===== src/rtl/clrm_pkg.sv =====
// ----------------------------------------------------------------------------
// clrm_pkg: shared types and constants of the circular log ring manager
// Command and status codes, configuration register indexes, request and
// result payloads, and the decoded operation that goes from front to back.
// ----------------------------------------------------------------------------
package clrm_pkg;

    // command codes on the request channel
    localparam logic [2:0] CMD_RESET  = 3'd0;
    localparam logic [2:0] CMD_APPEND = 3'd1;
    localparam logic [2:0] CMD_DRAIN  = 3'd2;
    localparam logic [2:0] CMD_PEEK   = 3'd3;
    localparam logic [2:0] CMD_LOCK   = 3'd4;

    // result status codes
    localparam logic [1:0] STATUS_OK       = 2'd0;
    localparam logic [1:0] STATUS_BAD_LEN  = 2'd1;
    localparam logic [1:0] STATUS_BUSY     = 2'd2;
    localparam logic [1:0] STATUS_TOO_LONG = 2'd3;

    // configuration register indexes
    localparam logic [1:0] CFG_REGION_BASE = 2'd0;
    localparam logic [1:0] CFG_REGION_LEN  = 2'd1;
    localparam logic [1:0] CFG_BLOCK_SHIFT = 2'd2;

    // configuration reset values
    localparam logic [31:0] REGION_BASE_RST = 32'd0;
    localparam logic [31:0] REGION_LEN_RST  = 32'd65536;
    localparam logic [4:0]  BLOCK_SHIFT_RST = 5'd12;

    // drain chunk size used when the request gives zero
    localparam logic [15:0] DRAIN_DEFAULT = 16'd1024;

    typedef struct packed {
        logic [2:0]  cmd;
        logic [15:0] length;
        logic        first;
        logic        enable;
    } req_item_t;

    typedef struct packed {
        logic [1:0]  status;
        logic        is_write;
        logic [31:0] seg_addr;
        logic [15:0] seg_len;
        logic        last;
        logic [31:0] bytes_held;
    } rsp_item_t;

    typedef enum logic [2:0] {
        OP_RESET,
        OP_APPEND,
        OP_DRAIN,
        OP_PEEK,
        OP_LOCK
    } op_kind_t;

    // decoded operation handed from front to back
    typedef struct packed {
        op_kind_t    kind;
        logic [15:0] length;
        logic [15:0] drain_max;
        logic        len_zero;
        logic        first;
        logic        enable;
    } op_item_t;

    typedef enum logic {
        PH_FIRST,
        PH_SECOND
    } phase_t;

endpackage


===== src/rtl/clrm_queue.sv =====
// ----------------------------------------------------------------------------
// clrm_queue: small register queue
// Holds up to DEPTH entries of any packed type; head entry shown while not
// empty, push and pop may happen in the same cycle.
// ----------------------------------------------------------------------------
module clrm_queue #(
    parameter type T     = logic,
    parameter int  DEPTH = 2
) (
    input  logic clk,
    input  logic rst_n,
    input  logic push,
    output logic full,
    input  T     wdata,
    input  logic pop,
    output logic empty,
    output T     rdata
);

    localparam int AW = (DEPTH > 1) ? $clog2(DEPTH) : 1;
    localparam int CW = $clog2(DEPTH + 1);

    T              mem_reg [DEPTH];
    logic [AW-1:0] wr_ptr_reg, wr_ptr_next;
    logic [AW-1:0] rd_ptr_reg, rd_ptr_next;
    logic [CW-1:0] count_reg, count_next;
    logic          do_push, do_pop;

    assign full    = (count_reg == CW'(DEPTH));
    assign empty   = (count_reg == '0);
    assign do_push = push && !full;
    assign do_pop  = pop && !empty;
    assign rdata   = mem_reg[rd_ptr_reg];

    // pointer and count update
    always_comb
    begin
        wr_ptr_next = wr_ptr_reg;
        rd_ptr_next = rd_ptr_reg;
        count_next  = count_reg;
        if (do_push)
        begin
            wr_ptr_next = (wr_ptr_reg == AW'(DEPTH - 1)) ? '0 : wr_ptr_reg + 1'b1;
        end
        if (do_pop)
        begin
            rd_ptr_next = (rd_ptr_reg == AW'(DEPTH - 1)) ? '0 : rd_ptr_reg + 1'b1;
        end
        if (do_push && !do_pop)
        begin
            count_next = count_reg + CW'(1);
        end
        else if (do_pop && !do_push)
        begin
            count_next = count_reg - CW'(1);
        end
    end

    always_ff @(posedge clk or negedge rst_n)
    begin
        if (!rst_n)
        begin
            wr_ptr_reg <= '0;
            rd_ptr_reg <= '0;
            count_reg  <= '0;
        end
        else
        begin
            wr_ptr_reg <= wr_ptr_next;
            rd_ptr_reg <= rd_ptr_next;
            count_reg  <= count_next;
        end
    end

    // entry storage
    always_ff @(posedge clk)
    begin
        if (do_push)
        begin
            mem_reg[wr_ptr_reg] <= wdata;
        end
    end

endmodule


===== src/rtl/clrm_front.sv =====
// ----------------------------------------------------------------------------
// clrm_front: request intake
// Accepts requests, decodes the command, drops unknown codes, resolves the
// drain chunk default and queues the decoded operation for the back end.
// ----------------------------------------------------------------------------
module clrm_front #(
    parameter int CMD_Q_DEPTH = 2
) (
    input  logic                clk,
    input  logic                rst_n,
    input  logic                push,
    output logic                full,
    input  clrm_pkg::req_item_t item,
    input  logic                op_pop,
    output logic                op_empty,
    output clrm_pkg::op_item_t  op_head
);

    clrm_pkg::op_item_t op_dec;
    logic               cmd_known;

    // command decode
    always_comb
    begin
        op_dec.length    = item.length;
        op_dec.drain_max = (item.length == '0) ? clrm_pkg::DRAIN_DEFAULT : item.length;
        op_dec.len_zero  = (item.length == '0);
        op_dec.first     = item.first;
        op_dec.enable    = item.enable;
        cmd_known        = 1'b1;
        unique case (item.cmd)
            clrm_pkg::CMD_RESET:  op_dec.kind = clrm_pkg::OP_RESET;
            clrm_pkg::CMD_APPEND: op_dec.kind = clrm_pkg::OP_APPEND;
            clrm_pkg::CMD_DRAIN:  op_dec.kind = clrm_pkg::OP_DRAIN;
            clrm_pkg::CMD_PEEK:   op_dec.kind = clrm_pkg::OP_PEEK;
            clrm_pkg::CMD_LOCK:   op_dec.kind = clrm_pkg::OP_LOCK;
            default:
            begin
                op_dec.kind = clrm_pkg::OP_LOCK;
                cmd_known   = 1'b0;
            end
        endcase
    end

    // decoded operation queue
    clrm_queue #(
        .T     (clrm_pkg::op_item_t),
        .DEPTH (CMD_Q_DEPTH)
    ) u_op_q (
        .clk   (clk),
        .rst_n (rst_n),
        .push  (push && cmd_known),
        .full  (full),
        .wdata (op_dec),
        .pop   (op_pop),
        .empty (op_empty),
        .rdata (op_head)
    );

endmodule


===== src/rtl/clrm_back.sv =====
// ----------------------------------------------------------------------------
// clrm_back: ring pointer engine
// Holds the configuration and the ring pointers, runs one decoded operation
// at a time and emits one result per cycle while the result queue has room,
// splitting appends and peeks at the ring wrap into two segments.
// ----------------------------------------------------------------------------
module clrm_back (
    input  logic                clk,
    input  logic                rst_n,
    input  logic                cfg_valid,
    input  logic [1:0]          cfg_index,
    input  logic [31:0]         cfg_data,
    input  logic                op_empty,
    input  clrm_pkg::op_item_t  op_head,
    output logic                op_pop,
    input  logic                rsp_full,
    output logic                rsp_push,
    output clrm_pkg::rsp_item_t rsp_item
);

    logic [31:0] region_base_reg, region_len_reg;
    logic [4:0]  block_shift_reg;
    logic [31:0] ring_start_reg, ring_start_next;
    logic [31:0] ring_size_reg, ring_size_next;
    logic [31:0] write_pos_reg, write_pos_next;
    logic [31:0] read_pos_reg, read_pos_next;
    logic [31:0] fill_reg, fill_next;
    logic        locked_reg, locked_next;
    logic [31:0] peek_pos_reg, peek_pos_next;
    logic [31:0] peek_left_reg, peek_left_next;
    logic        drain_busy_reg, drain_busy_next;
    logic [31:0] drain_pos_reg, drain_pos_next;
    logic [31:0] drain_left_reg, drain_left_next;
    logic [15:0] s2_reg, s2_next;

    clrm_pkg::phase_t phase_reg, phase_next;

    logic        go, first_phase, need_second, app_ok, peek_ok;
    logic [31:0] peek_pos_eff, peek_left_eff, drain_pos_eff, drain_left_eff;
    logic [31:0] len32, max32, seg_pos, avail, room, seg, adv_sum, adv_pos;
    logic [31:0] seg_addr, fill_sat, drain_rest, blk, layout_size;
    logic [15:0] s2_calc;
    logic [32:0] fill_sum;
    logic        over, too_long;

    assign go          = !op_empty && !rsp_full;
    assign first_phase = (phase_reg == clrm_pkg::PH_FIRST);
    assign len32       = {16'b0, op_head.length};
    assign max32       = {16'b0, op_head.drain_max};

    // cursor selection and segment datapath
    always_comb
    begin
        peek_pos_eff   = (op_head.first && first_phase) ? read_pos_reg : peek_pos_reg;
        peek_left_eff  = (op_head.first && first_phase) ? fill_reg : peek_left_reg;
        drain_pos_eff  = drain_busy_reg ? drain_pos_reg : read_pos_reg;
        drain_left_eff = drain_busy_reg ? drain_left_reg : fill_reg;
        unique case (op_head.kind)
            clrm_pkg::OP_APPEND:
            begin
                seg_pos = write_pos_reg;
                avail   = len32;
            end
            clrm_pkg::OP_DRAIN:
            begin
                seg_pos = drain_pos_eff;
                avail   = (drain_left_eff < max32) ? drain_left_eff : max32;
            end
            clrm_pkg::OP_PEEK:
            begin
                seg_pos = peek_pos_eff;
                avail   = (len32 < peek_left_eff) ? len32 : peek_left_eff;
            end
            default:
            begin
                seg_pos = '0;
                avail   = '0;
            end
        endcase
        room       = ring_size_reg - seg_pos;
        seg        = first_phase ? ((room < avail) ? room : avail) : {16'b0, s2_reg};
        s2_calc    = avail[15:0] - seg[15:0];
        adv_sum    = seg_pos + seg;
        adv_pos    = (adv_sum >= ring_size_reg) ? '0 : adv_sum;
        seg_addr   = region_base_reg + ring_start_reg + seg_pos;
        fill_sum   = {1'b0, fill_reg} + {1'b0, seg};
        over       = (fill_sum > {1'b0, ring_size_reg});
        fill_sat   = over ? ring_size_reg : fill_sum[31:0];
        drain_rest = drain_left_eff - seg;
        too_long   = (len32 > ring_size_reg);
        app_ok     = !op_head.len_zero && !locked_reg && !drain_busy_reg && !too_long;
        peek_ok    = !op_head.len_zero && !drain_busy_reg;
        // ring layout on reset command
        blk         = 32'd1 << block_shift_reg;
        layout_size = (region_len_reg < blk) ? '0 : ((region_len_reg - blk) & ~(blk - 32'd1));
    end

    // a wrap split needs a second segment
    always_comb
    begin
        need_second = 1'b0;
        if (first_phase && s2_calc != '0)
        begin
            if (op_head.kind == clrm_pkg::OP_APPEND)
            begin
                need_second = app_ok;
            end
            else if (op_head.kind == clrm_pkg::OP_PEEK)
            begin
                need_second = peek_ok && (avail != '0);
            end
        end
    end

    // segment phase next state
    always_comb
    begin
        phase_next = phase_reg;
        unique case (phase_reg)
            clrm_pkg::PH_FIRST:
            begin
                if (go && need_second)
                begin
                    phase_next = clrm_pkg::PH_SECOND;
                end
            end
            clrm_pkg::PH_SECOND:
            begin
                if (go)
                begin
                    phase_next = clrm_pkg::PH_FIRST;
                end
            end
            default: phase_next = clrm_pkg::PH_FIRST;
        endcase
    end

    // operation execution and result build
    always_comb
    begin
        ring_start_next = ring_start_reg;
        ring_size_next  = ring_size_reg;
        write_pos_next  = write_pos_reg;
        read_pos_next   = read_pos_reg;
        fill_next       = fill_reg;
        locked_next     = locked_reg;
        peek_pos_next   = peek_pos_reg;
        peek_left_next  = peek_left_reg;
        drain_busy_next = drain_busy_reg;
        drain_pos_next  = drain_pos_reg;
        drain_left_next = drain_left_reg;
        s2_next         = s2_reg;
        op_pop          = 1'b0;
        rsp_push        = 1'b0;
        rsp_item        = '0;
        rsp_item.last   = 1'b1;
        rsp_item.bytes_held = fill_reg;
        if (go)
        begin
            rsp_push = 1'b1;
            unique case (op_head.kind)
                clrm_pkg::OP_RESET:
                begin
                    ring_start_next     = blk;
                    ring_size_next      = layout_size;
                    write_pos_next      = '0;
                    read_pos_next       = '0;
                    fill_next           = '0;
                    locked_next         = 1'b0;
                    peek_pos_next       = '0;
                    peek_left_next      = '0;
                    drain_busy_next     = 1'b0;
                    drain_pos_next      = '0;
                    drain_left_next     = '0;
                    rsp_item.bytes_held = '0;
                    op_pop              = 1'b1;
                end
                clrm_pkg::OP_APPEND:
                begin
                    if (op_head.len_zero)
                    begin
                        rsp_item.status = clrm_pkg::STATUS_BAD_LEN;
                        op_pop          = 1'b1;
                    end
                    else if (locked_reg || drain_busy_reg)
                    begin
                        rsp_item.status = clrm_pkg::STATUS_BUSY;
                        op_pop          = 1'b1;
                    end
                    else if (too_long)
                    begin
                        rsp_item.status = clrm_pkg::STATUS_TOO_LONG;
                        op_pop          = 1'b1;
                    end
                    else
                    begin
                        rsp_item.is_write   = 1'b1;
                        rsp_item.seg_addr   = seg_addr;
                        rsp_item.seg_len    = seg[15:0];
                        rsp_item.last       = !need_second;
                        rsp_item.bytes_held = fill_sat;
                        write_pos_next      = adv_pos;
                        fill_next           = fill_sat;
                        if (need_second)
                        begin
                            s2_next = s2_calc;
                        end
                        else
                        begin
                            op_pop = 1'b1;
                            if (over)
                            begin
                                read_pos_next = adv_pos;
                            end
                        end
                    end
                end
                clrm_pkg::OP_DRAIN:
                begin
                    op_pop = 1'b1;
                    if (drain_left_eff == '0)
                    begin
                        read_pos_next       = drain_pos_eff;
                        write_pos_next      = drain_pos_eff;
                        drain_pos_next      = drain_pos_eff;
                        drain_left_next     = '0;
                        fill_next           = '0;
                        drain_busy_next     = 1'b0;
                        rsp_item.bytes_held = '0;
                    end
                    else
                    begin
                        rsp_item.seg_addr = seg_addr;
                        rsp_item.seg_len  = seg[15:0];
                        drain_pos_next    = adv_pos;
                        drain_left_next   = drain_rest;
                        if (drain_rest == '0)
                        begin
                            read_pos_next       = adv_pos;
                            write_pos_next      = adv_pos;
                            fill_next           = '0;
                            drain_busy_next     = 1'b0;
                            rsp_item.bytes_held = '0;
                        end
                        else
                        begin
                            drain_busy_next = 1'b1;
                            rsp_item.last   = 1'b0;
                        end
                    end
                end
                clrm_pkg::OP_PEEK:
                begin
                    if (op_head.len_zero)
                    begin
                        rsp_item.status = clrm_pkg::STATUS_BAD_LEN;
                        op_pop          = 1'b1;
                    end
                    else if (drain_busy_reg)
                    begin
                        rsp_item.status = clrm_pkg::STATUS_BUSY;
                        op_pop          = 1'b1;
                    end
                    else if (first_phase && avail == '0)
                    begin
                        peek_pos_next  = peek_pos_eff;
                        peek_left_next = peek_left_eff;
                        op_pop         = 1'b1;
                    end
                    else
                    begin
                        rsp_item.seg_addr = seg_addr;
                        rsp_item.seg_len  = seg[15:0];
                        rsp_item.last     = !need_second;
                        peek_pos_next     = adv_pos;
                        peek_left_next    = peek_left_eff - seg;
                        if (need_second)
                        begin
                            s2_next = s2_calc;
                        end
                        else
                        begin
                            op_pop = 1'b1;
                        end
                    end
                end
                clrm_pkg::OP_LOCK:
                begin
                    locked_next = op_head.enable;
                    op_pop      = 1'b1;
                end
                default:
                begin
                    op_pop = 1'b1;
                end
            endcase
        end
    end

    // configuration registers
    always_ff @(posedge clk or negedge rst_n)
    begin
        if (!rst_n)
        begin
            region_base_reg <= clrm_pkg::REGION_BASE_RST;
            region_len_reg  <= clrm_pkg::REGION_LEN_RST;
            block_shift_reg <= clrm_pkg::BLOCK_SHIFT_RST;
        end
        else if (cfg_valid)
        begin
            unique case (cfg_index)
                clrm_pkg::CFG_REGION_BASE: region_base_reg <= cfg_data;
                clrm_pkg::CFG_REGION_LEN:  region_len_reg  <= cfg_data;
                clrm_pkg::CFG_BLOCK_SHIFT: block_shift_reg <= cfg_data[4:0];
                default:                   region_base_reg <= region_base_reg;
            endcase
        end
    end

    // ring state
    always_ff @(posedge clk or negedge rst_n)
    begin
        if (!rst_n)
        begin
            ring_start_reg <= '0;
            ring_size_reg  <= '0;
            write_pos_reg  <= '0;
            read_pos_reg   <= '0;
            fill_reg       <= '0;
            locked_reg     <= 1'b0;
            peek_pos_reg   <= '0;
            peek_left_reg  <= '0;
            drain_busy_reg <= 1'b0;
            drain_pos_reg  <= '0;
            drain_left_reg <= '0;
            s2_reg         <= '0;
            phase_reg      <= clrm_pkg::PH_FIRST;
        end
        else
        begin
            ring_start_reg <= ring_start_next;
            ring_size_reg  <= ring_size_next;
            write_pos_reg  <= write_pos_next;
            read_pos_reg   <= read_pos_next;
            fill_reg       <= fill_next;
            locked_reg     <= locked_next;
            peek_pos_reg   <= peek_pos_next;
            peek_left_reg  <= peek_left_next;
            drain_busy_reg <= drain_busy_next;
            drain_pos_reg  <= drain_pos_next;
            drain_left_reg <= drain_left_next;
            s2_reg         <= s2_next;
            phase_reg      <= phase_next;
        end
    end

endmodule


===== src/rtl/circular_log_ring_manager.sv =====
// ----------------------------------------------------------------------------
// circular_log_ring_manager: circular overwrite log pointer manager
// Turns log commands into device write and read segments of a ring that
// follows a header block inside a storage region.
// ----------------------------------------------------------------------------
// Usage:
//   Requests enter through push/full: an item is taken when push is high and
//   full is low. Unknown command codes are dropped without a result.
//   Results leave through empty/pop: the oldest result sits on result while
//   empty is low and is taken when pop is high. The user writes registers
//   through cfg_valid/cfg_ready (always ready), cfg_index and cfg_data
//   only while no request is in flight; the block does not enforce it.
// Timing:
//   A request is registered in the request queue, and its result is
//   registered in the result queue before it can be taken.
//   The engine emits one result per cycle while the result queue has room;
//   an append or peek split at the ring wrap gives two results.
//   Requests queue in front of the engine, results queue behind it, so the
//   intake keeps taking requests until the request queue fills.
// Reset:
//   rst_n clears both queues, the ring (size zero until a reset command),
//   the lock and any drain; registers return to their reset values.
//   When pop stays low, results wait and the engine stops once the result
//   queue is full; nothing is lost.
// ----------------------------------------------------------------------------
module circular_log_ring_manager #(
    parameter int CMD_Q_DEPTH = 2,
    parameter int RSP_Q_DEPTH = 2
) (
    input  logic                clk,
    input  logic                rst_n,
    input  logic                push,
    output logic                full,
    input  clrm_pkg::req_item_t item,
    output logic                empty,
    input  logic                pop,
    output clrm_pkg::rsp_item_t result,
    input  logic                cfg_valid,
    output logic                cfg_ready,
    input  logic [1:0]          cfg_index,
    input  logic [31:0]         cfg_data
);

    clrm_pkg::op_item_t  op_head;
    clrm_pkg::rsp_item_t rsp_item;
    logic                op_empty, op_pop, rsp_full, rsp_push;

    assign cfg_ready = 1'b1;

    // request intake and decode
    clrm_front #(
        .CMD_Q_DEPTH (CMD_Q_DEPTH)
    ) u_front (
        .clk      (clk),
        .rst_n    (rst_n),
        .push     (push),
        .full     (full),
        .item     (item),
        .op_pop   (op_pop),
        .op_empty (op_empty),
        .op_head  (op_head)
    );

    // pointer engine
    clrm_back u_back (
        .clk       (clk),
        .rst_n     (rst_n),
        .cfg_valid (cfg_valid && cfg_ready),
        .cfg_index (cfg_index),
        .cfg_data  (cfg_data),
        .op_empty  (op_empty),
        .op_head   (op_head),
        .op_pop    (op_pop),
        .rsp_full  (rsp_full),
        .rsp_push  (rsp_push),
        .rsp_item  (rsp_item)
    );

    // result queue
    clrm_queue #(
        .T     (clrm_pkg::rsp_item_t),
        .DEPTH (RSP_Q_DEPTH)
    ) u_rsp_q (
        .clk   (clk),
        .rst_n (rst_n),
        .push  (rsp_push),
        .full  (rsp_full),
        .wdata (rsp_item),
        .pop   (pop),
        .empty (empty),
        .rdata (result)
    );

endmodule


===== config.mk =====
export PLATFORM = sky130hd
export DESIGN_NAME = circular_log_ring_manager
export DESIGN_NICKNAME = d
export VERILOG_FILES = /design/src/rtl/clrm_pkg.sv /design/src/rtl/clrm_queue.sv /design/src/rtl/clrm_front.sv /design/src/rtl/clrm_back.sv /design/src/rtl/circular_log_ring_manager.sv
export SDC_FILE = /design/constraint.sdc
export NUM_CORES = 2
export LEC_CHECK = 0
export ABC_AREA = 1
export ABC_CLOCK_PERIOD_IN_PS = 22700
export BUFFER_PORTS_ARGS = -buffer_cell sky130_fd_sc_hd__clkbuf_2
export CAP_MARGIN = 10
export CELL_PAD_IN_SITES_DETAIL_PLACEMENT = 0
export CELL_PAD_IN_SITES_GLOBAL_PLACEMENT = 2
export CORE_MARGIN = 1.5
export CORE_UTILIZATION = 30
export DETAILED_ROUTE_END_ITERATION = 10
export PLACE_DENSITY = 0.72
export REMOVE_ABC_BUFFERS = 1
export SLEW_MARGIN = 10
export SYNTH_ARGS = -nofsm -noshare
export SYNTH_HDL_FRONTEND = slang
export SYNTH_SLANG_ARGS = --single-unit

===== constraint.sdc =====
create_clock -name clk -period 22.7 [get_ports clk]
set_input_delay 6.81 -clock clk [delete_from_list [all_inputs] [get_ports clk]]
set_output_delay 6.81 -clock clk [all_outputs]
set_load 0.01 [all_outputs]

# ---- Word level (Yosys, flattened, before mapping)
# Memories as Yosys holds them, arrays and structs flattened.
# Cells that the tools add are included.
dict set report classes {
  bitwise 3
  order_cmp 7
  n_reduce_logical 63
  mux 104
  n_addsub 18
  shift 1
  n_eq_ne 21
}
# op count
set ops {}
lappend ops {{$mux W32} 34}
lappend ops {{$pmux W32 S3} 6}
lappend ops {{$pmux W32 S2} 4}
lappend ops {{$mux W82} 3}
lappend ops {{$mux W49} 4}
lappend ops {{$pmux W49 S3} 1}
lappend ops {{$mux W16} 8}
lappend ops {{$sub A32 B32 Y32} 4}
lappend ops {{$add A32 B32 Y32} 3}
lappend ops {{$logic_not A32 Y1} 3}
lappend ops {{$mux W84} 1}
lappend ops {{$lt A32 B32 Y1} 2}
lappend ops {{$add A32 B32 Y33} 1}
lappend ops {{$gt A33 B32 Y1} 1}
lappend ops {{$and A32 B32 Y32} 1}
lappend ops {{$ge A32 B32 Y1} 1}
lappend ops {{$gt A16 B32 Y1} 1}
lappend ops {{$lt A16 B32 Y1} 1}
lappend ops {{$lt A32 B16 Y1} 1}
lappend ops {{$not A32 Y32} 1}
lappend ops {{$pmux W16 S2} 1}
lappend ops {{$reduce_bool A32 Y1} 1}
lappend ops {{$shl A1 B5 Y32 const A} 1}
lappend ops {{$sub A32 B1 Y32 const B} 1}
lappend ops {{other kinds (33)} 132}
dict set report totals {
  reg_bits 384
  output_inout_bits 87
  elab_cells 241
  ramBits 244
  memories 2
}
# name depth word_bits read_ports rd_clocked_by_memory_dff wr line
set mem_list {}
lappend mem_list {u_rsp_q.mem_reg 2 84 1 0 1 clrm_queue.sv:23} ;# T mem_reg [DEPTH];
lappend mem_list {u_front.u_op_q.mem_reg 2 38 1 0 1 clrm_queue.sv:23}

# ---- Depth between registers and ports, before layout
dict set report logic_depth {
  ltp_word 23
  mapped_depth 81
  mapped_depth_nobuf 77
}

# ---- Cells and area by module
# A second synthesis with hierarchy kept.
dict set report hier_totals {
  cells_unflattened 5697
  area_unflattened_um2 44069.8
}
# module instances cells_each area_per_inst_um2
set modules_own_cells {}
lappend modules_own_cells {clrm_back 1 4954 34554.4}
lappend modules_own_cells {{clrm_queue (u_rsp_q)} 1 471 6363.6}
lappend modules_own_cells {{clrm_queue (u_front.u_op_q)} 1 230 2986.6}
lappend modules_own_cells {clrm_front 1 40 153.9}
lappend modules_own_cells {circular_log_ring_manager 1 2 11.3}

# ---- Worst setup path before layout
# Ideal clock, no wire load.
dict set report synth_timing {
  path_type {register to register}
  startpoint {register u_front.u_op_q.rd_ptr_reg}
  endpoint {memory u_rsp_q.mem_reg[0][26] in the netlist's numbering, data pin}
  synth_period_minus_slack_ns 12.271
  setup_slack_ns 10.429
  setup_time_ns 0.169
  arrival_ns 12.103
  path_stages_with_launch 77
  required_ns 22.531
  path_cell_list {dfrtp_1 -> buf_2 -> mux2i_1 -> nor2_1 -> inv_2 -> nor2_2 -> inv_2 -> clkbuf_1 -> clkbuf_1 -> clkbuf_1 -> nor2_1 -> nor2_1 -> inv_1 -> ha_1 -> inv_1 -> fa_1 -> nand3_1 -> nand2_1 -> (+41 left out) -> o21ai_0 -> a21boi_0 -> o21ai_0 -> a21oi_1 -> xnor2_1 -> ha_1 -> nand3_1 -> nand3b_1 -> nor3_1 -> nand4_1 -> nand3_1 -> nand2_1 -> inv_1 -> clkbuf_1 -> o21ai_0 -> o21ai_0 -> inv_1 -> o21ai_0}
}
# element line
set synth_lines {}
lappend synth_lines {{start: declaration} clrm_queue.sv:25} ;# logic [AW-1:0] rd_ptr_reg, rd_ptr_next;
lappend synth_lines {{start signal: assignment} clrm_queue.sv:70} ;# rd_ptr_reg <= rd_ptr_next;
lappend synth_lines {{end: declaration} clrm_queue.sv:23}

# ---- Worst setup path in the final report
dict set report layout_timing {
  startpoint {register u_front.u_op_q.rd_ptr_reg}
  endpoint {register u_back.read_pos_reg[8]}
}
dict set report layout_between {
  elab_chain_len 18
  word_cells_on_any_way 56
}
# element line
set layout_rtl {}
lappend layout_rtl {{$mem_v2 Z2 W38 *} --}
lappend layout_rtl {{$logic_and A1 B1 Y1} {clrm_back.sv:54, clrm_back.sv:55}}
lappend layout_rtl {{$mux W32} clrm_back.sv:55} ;# peek_left_eff = (op_head.first && first_phase) ? fill_reg : peek_left_reg;
lappend layout_rtl {{$lt A16 B32 Y1} clrm_back.sv:72} ;# avail = (len32 < peek_left_eff) ? len32 : peek_left_eff;
lappend layout_rtl {{$mux W32} clrm_back.sv:72}
lappend layout_rtl {{$pmux W32 S3} clrm_back.sv:58} ;# unique case (op_head.kind)
lappend layout_rtl {{$lt A32 B32 Y1} clrm_back.sv:81} ;# seg = first_phase ? ((room < avail) ? room : avail) : {16'b0, s2_reg};
lappend layout_rtl {{$mux W32 (2 in series)} clrm_back.sv:81}
lappend layout_rtl {{$add A32 B32 Y32} clrm_back.sv:83} ;# adv_sum = seg_pos + seg;
lappend layout_rtl {{$ge A32 B32 Y1} clrm_back.sv:84} ;# adv_pos = (adv_sum >= ring_size_reg) ? '0 : adv_sum;
lappend layout_rtl {{$mux W32} clrm_back.sv:84}
lappend layout_rtl {{$mux W32} clrm_back.sv:211} ;# if (over)
lappend layout_rtl {{$mux W32} clrm_back.sv:204} ;# if (need_second)
lappend layout_rtl {{$mux W32} clrm_back.sv:190} ;# else if (too_long)
lappend layout_rtl {{$mux W32} clrm_back.sv:185} ;# else if (locked_reg || drain_busy_reg)
lappend layout_rtl {{$mux W32} clrm_back.sv:180} ;# if (op_head.len_zero)
lappend layout_rtl {{$pmux W32 S3} clrm_back.sv:161} ;# unique case (op_head.kind)
lappend layout_rtl {{end signal: assignment} clrm_back.sv:344} ;# read_pos_reg <= read_pos_next;
lappend layout_rtl {{end: declaration} clrm_back.sv:26} ;# logic [31:0] read_pos_reg, read_pos_next;
# Every way passes the cells marked *; elsewhere a longest branch is shown, timed or not. The select of a mux whose other input is x is not followed.
# A chain may end at the register's enable or synchronous reset.

==> impl_metrics.prom <==
# TYPE chip_impl_metric gauge
chip_impl_metric{name="largest_reg_flops",unit=""} 168
chip_impl_metric{name="post-dp-hpwl",unit="um"} 124000
chip_impl_info{name="timing.hold.worst_endpoint",value="u_back.read_pos_reg[20]"} 1
chip_impl_metric{name="final_cell_count_no_fill",unit=""} 7641
chip_impl_metric{name="floorplan.die.width",unit="um"} 386
chip_impl_metric{name="cts_sinks",unit=""} 628
chip_impl_metric{name="fin_nets",unit=""} 6133
chip_impl_metric{name="via_count",unit=""} 38300
chip_impl_metric{name="critPathArrivalTime",unit="ns"} 17.13
chip_impl_metric{name="largest_net_degree_at_the_start_of_global_routing",unit=""} 124
chip_impl_metric{name="layout-drive-gt1-share",unit="%"} 6.99
chip_impl_metric{name="relSlewSlack",unit="%"} 21.6
chip_impl_info{name="slowest_cell_on_the_critical_path",value="sky130_fd_sc_hd__nand3_2"} 1
chip_impl_metric{name="areaGrowthSynthToFinish",unit="%"} 12.4
chip_impl_metric{name="initial_antenna_violation_count",unit=""} 1
chip_impl_metric{name="grt_usage",unit="%"} 22.1
chip_impl_metric{name="cts_setup_buffers",unit=""} 0
chip_impl_info{name="run_status",value="completed"} 1
chip_impl_metric{name="layout.area.seq",unit="um^2"} 16900
chip_impl_metric{name="share_of_the_yosys_chip_area_belonging_to_registers",unit="%"} 38.6
chip_impl_metric{name="synth.cell_area",unit="um^2"} 43900
chip_impl_metric{name="number_of_warning_messages_in_the_yosys_log",unit=""} 0
chip_impl_metric{name="finalWirelength",unit="um"} 164000
chip_impl_metric{name="via_count_of_the_first_global_routing_pass",unit=""} 38200
chip_impl_metric{name="async_sr_flop_fraction",unit="%"} 61.1
chip_impl_metric{name="number_of_enable_flip_flop_cells_after_synthesis",unit=""} 244
chip_impl_metric{name="tightest_slew",unit="ns"} 1.17
chip_impl_metric{name="place_inst",unit=""} 7492
chip_impl_info{name="endpoint_kind",value="register"} 1
chip_impl_metric{name="syn-instance-count",unit=""} 5588
chip_impl_metric{name="vias_per_cell",unit=""} 5.02
chip_impl_metric{name="max_cap_viols",unit=""} 0
chip_impl_metric{name="synthDistinctLibCells",unit=""} 69
chip_impl_metric{name="ant_nets",unit=""} 0
chip_impl_metric{name="slew_viol_final",unit=""} 0
chip_impl_metric{name="drcViolationCount",unit=""} 0
chip_impl_metric{name="hold_slack",unit="ns"} 0.467
chip_impl_metric{name="num_rows",unit=""} 140
chip_impl_metric{name="min_delay_path_depth",unit=""} 2
chip_impl_metric{name="final_area",unit="um^2"} 49400
chip_impl_metric{name="routed_wirelength_normalized_by_instance_count",unit="um"} 21.5
chip_impl_metric{name="skew",unit="ns"} 0.0459
chip_impl_metric{name="postSynthRegisterBits",unit=""} 628
chip_impl_metric{name="numCtsBuffers",unit=""} 80
chip_impl_metric{name="dr.pass1.iters",unit=""} 5
chip_impl_info{name="worstHoldPathType",value="reg -> reg"} 1
chip_impl_info{name="tritoncts",value="done"} 1
chip_impl_metric{name="finalSetupViolations",unit=""} 0
chip_impl_metric{name="crit_fanout",unit=""} 61
chip_impl_metric{name="fill_cell_count",unit=""} 15500
chip_impl_metric{name="htreeDepth",unit=""} 3
chip_impl_metric{name="floorplan.core_area",unit="um^2"} 146000
chip_impl_metric{name="setup_tns",unit="ns"} 0
chip_impl_info{name="synthFlopType",value="sky130_fd_sc_hd__dfrtp_1"} 1
chip_impl_info{name="highest_signal_layer",value="met4"} 1
chip_impl_metric{name="average_cell_area_after_synthesis",unit="um^2"} 7.86
chip_impl_info{name="unrepaired_setup_endpoints_after_global_routing",value="false"} 1
chip_impl_metric{name="worst_skew_pair.late_latency",unit="ns"} 0.70
chip_impl_info{name="worst_r2r_startpoint",value="u_front.u_op_q.rd_ptr_reg"} 1
chip_impl_metric{name="gpl.final_weighted_congestion",unit=""} 0.907
chip_impl_metric{name="cts_repair_resizes",unit=""} 0
chip_impl_metric{name="floorplan.initialDensity",unit="%"} 30.2
chip_impl_metric{name="multi_input_logic_area",unit="um^2"} 23800
chip_impl_info{name="timing.setup.critical_path_class",value="reg -> reg"} 1
chip_impl_metric{name="clkSlewWorstSetupHoldPaths",unit="ns"} 0.06
chip_impl_metric{name="critical_path.max_stage_delay",unit="ns"} 0.97
chip_impl_metric{name="met2RoutedLength",unit="um"} 73700
chip_impl_info{name="final_cell_mix",value="1433 x sky130_fd_sc_hd__nand2_1, 628 x sky130_fd_sc_hd__inv_1, 555 x sky130_fd_sc_hd__o21ai_0, 379 x sky130_fd_sc_hd__dfrtp_1, 377 x sky130_fd_sc_hd__ha_1"} 1
chip_impl_metric{name="die-height",unit="um"} 386
chip_impl_metric{name="grt_first_pass_wirelength",unit="um"} 247000
chip_impl_metric{name="global_route.overflow_total",unit=""} 0
chip_impl_metric{name="period_minus_slack",unit="ns"} 16.56
chip_impl_metric{name="critPathRequiredTime",unit="ns"} 23.27
chip_impl_metric{name="met1_length",unit="um"} 80300
chip_impl_info{name="clock_tree_root",value="sky130_fd_sc_hd__clkbuf_16"} 1
chip_impl_info{name="setup.worst_path.start_class",value="register"} 1
chip_impl_info{name="worstReg2RegEnd",value="u_back.read_pos_reg[8]"} 1
chip_impl_metric{name="design.die.area",unit="um^2"} 149000
chip_impl_metric{name="num_io_pins",unit=""} 147
chip_impl_metric{name="number_of_buffers_inserted_by_hold_repair_at_cts",unit=""} 0
chip_impl_metric{name="place_area",unit="um^2"} 46700
chip_impl_metric{name="buffer_ports.inserted",unit=""} 145
chip_impl_metric{name="worst-r2r-cell-count",unit=""} 75
chip_impl_metric{name="fmax",unit="MHz"} 60.4
chip_impl_metric{name="period_share",unit="%"} 73.0
chip_impl_info{name="layout.cells.most_common",value="sky130_fd_sc_hd__nand2_1"} 1
chip_impl_metric{name="final_hold_fails",unit=""} 0
chip_impl_metric{name="timing.reg2reg.setup_slack",unit="ns"} 6.14
chip_impl_metric{name="clk_path_buf_depth",unit=""} 3
chip_impl_info{name="min-delay-start",value="u_back.read_pos_reg[20]"} 1
chip_impl_metric{name="drt_first_iter_violations",unit=""} 2551
chip_impl_metric{name="met3RoutedLength",unit="um"} 6550
==> worst max-delay path: cells and delay by family, from the launching register on <==
family	cells	cell delay [ns]
buffers and inverters	14	3.05
and+or+nand+nor	25	4.34
xor gates and xnor gates	2	0.33
DFF	1	0.36
AOI/OAI and AO/OA	29	6.97
adders and majority gates	5	1.26
==> area by class of cell <==
type / count / share of cell area [%]
diodes: 1 / 0.00506
clock inverters: 33 / 0.739
well taps: 1917 / 4.85
clock buffers: 115 / 4.71
repair buffers: 203 / 2.40
inverters: 644 / 4.90
multi-input cells: 4100 / 48.1
flip-flops and latches: 628 / 34.3
==> cell usage after synthesis, types with 40 or more instances <==
master / n / area, um^2
sky130_fd_sc_hd__a21oi_1: 335 / 1680
sky130_fd_sc_hd__nor2_1: 354 / 1330
sky130_fd_sc_hd__ha_1: 377 / 4720
sky130_fd_sc_hd__o211ai_1: 59 / 443
sky130_fd_sc_hd__buf_2: 40 / 200
sky130_fd_sc_hd__nand2_1: 1437 / 5390
sky130_fd_sc_hd__o21ai_1: 84 / 420
sky130_fd_sc_hd__nand3_1: 150 / 751
sky130_fd_sc_hd__o21ai_0: 556 / 2780
sky130_fd_sc_hd__xor2_1: 111 / 972
sky130_fd_sc_hd__o22ai_1: 49 / 307
sky130_fd_sc_hd__clkbuf_1: 170 / 638
sky130_fd_sc_hd__dfrtp_1: 381 / 9530
sky130_fd_sc_hd__inv_1: 632 / 2370
sky130_fd_sc_hd__edfxtp_1: 244 / 7330
sky130_fd_sc_hd__xnor2_1: 94 / 823
sky130_fd_sc_hd__nand4_1: 84 / 526
==> kinds of logic (layout without fill, tap and decap cells) <==
kind of cell | count (synthesis) | after routing | synth area share (%)
buffers and inverters | 876 | 995 | 7.72
muxes | 19 | 19 | 0.433
xor gates and xnor gates | 205 | 205 | 4.09
DFF | 628 | 628 | 38.6
adders and majority gates | 416 | 416 | 12.5
AOI/OAI and AO/OA | 1309 | 1309 | 16.9
other | 1 | 18 | 0.00853
and+or+nand+nor | 2134 | 2134 | 19.8
==> through the flow <==
step / setup WS [ns] / utilization (%)
floorplan: 7.51 / -
global placement: 6.44 / 32.1
detailed placement: 6.10 / 32.1
CTS: 6.06 / 33.9
global route: 4.54 / 33.9
finish: 6.14 / 33.9
==> worst max path at each step <==
stage,to,slack [ns],cells past startpoint,start
after floorplan,u_back.read_pos_reg[26],7.51,67,u_front.u_op_q.rd_ptr_reg
after global routing,u_back.read_pos_reg[25],4.54,75,u_front.u_op_q.rd_ptr_reg
final,u_back.read_pos_reg[8],6.14,75,u_front.u_op_q.rd_ptr_reg
after global placement,u_back.read_pos_reg[1],6.44,75,u_front.u_op_q.rd_ptr_reg
after CTS,u_back.read_pos_reg[16],6.06,75,u_front.u_op_q.rd_ptr_reg
after detailed placement,u_back.read_pos_reg[12],6.10,75,u_front.u_op_q.rd_ptr_reg
==> metal layers <==
metal	track usage, %	vias up
li1	-	18900
met1	31.3	18400
met2	35.6	809
met3	2.82	164
met4	5.12	0
met5	0	-
Power is not shown: default switching activity piles up to over one toggle a cycle in this logic, so the estimate is an artifact.
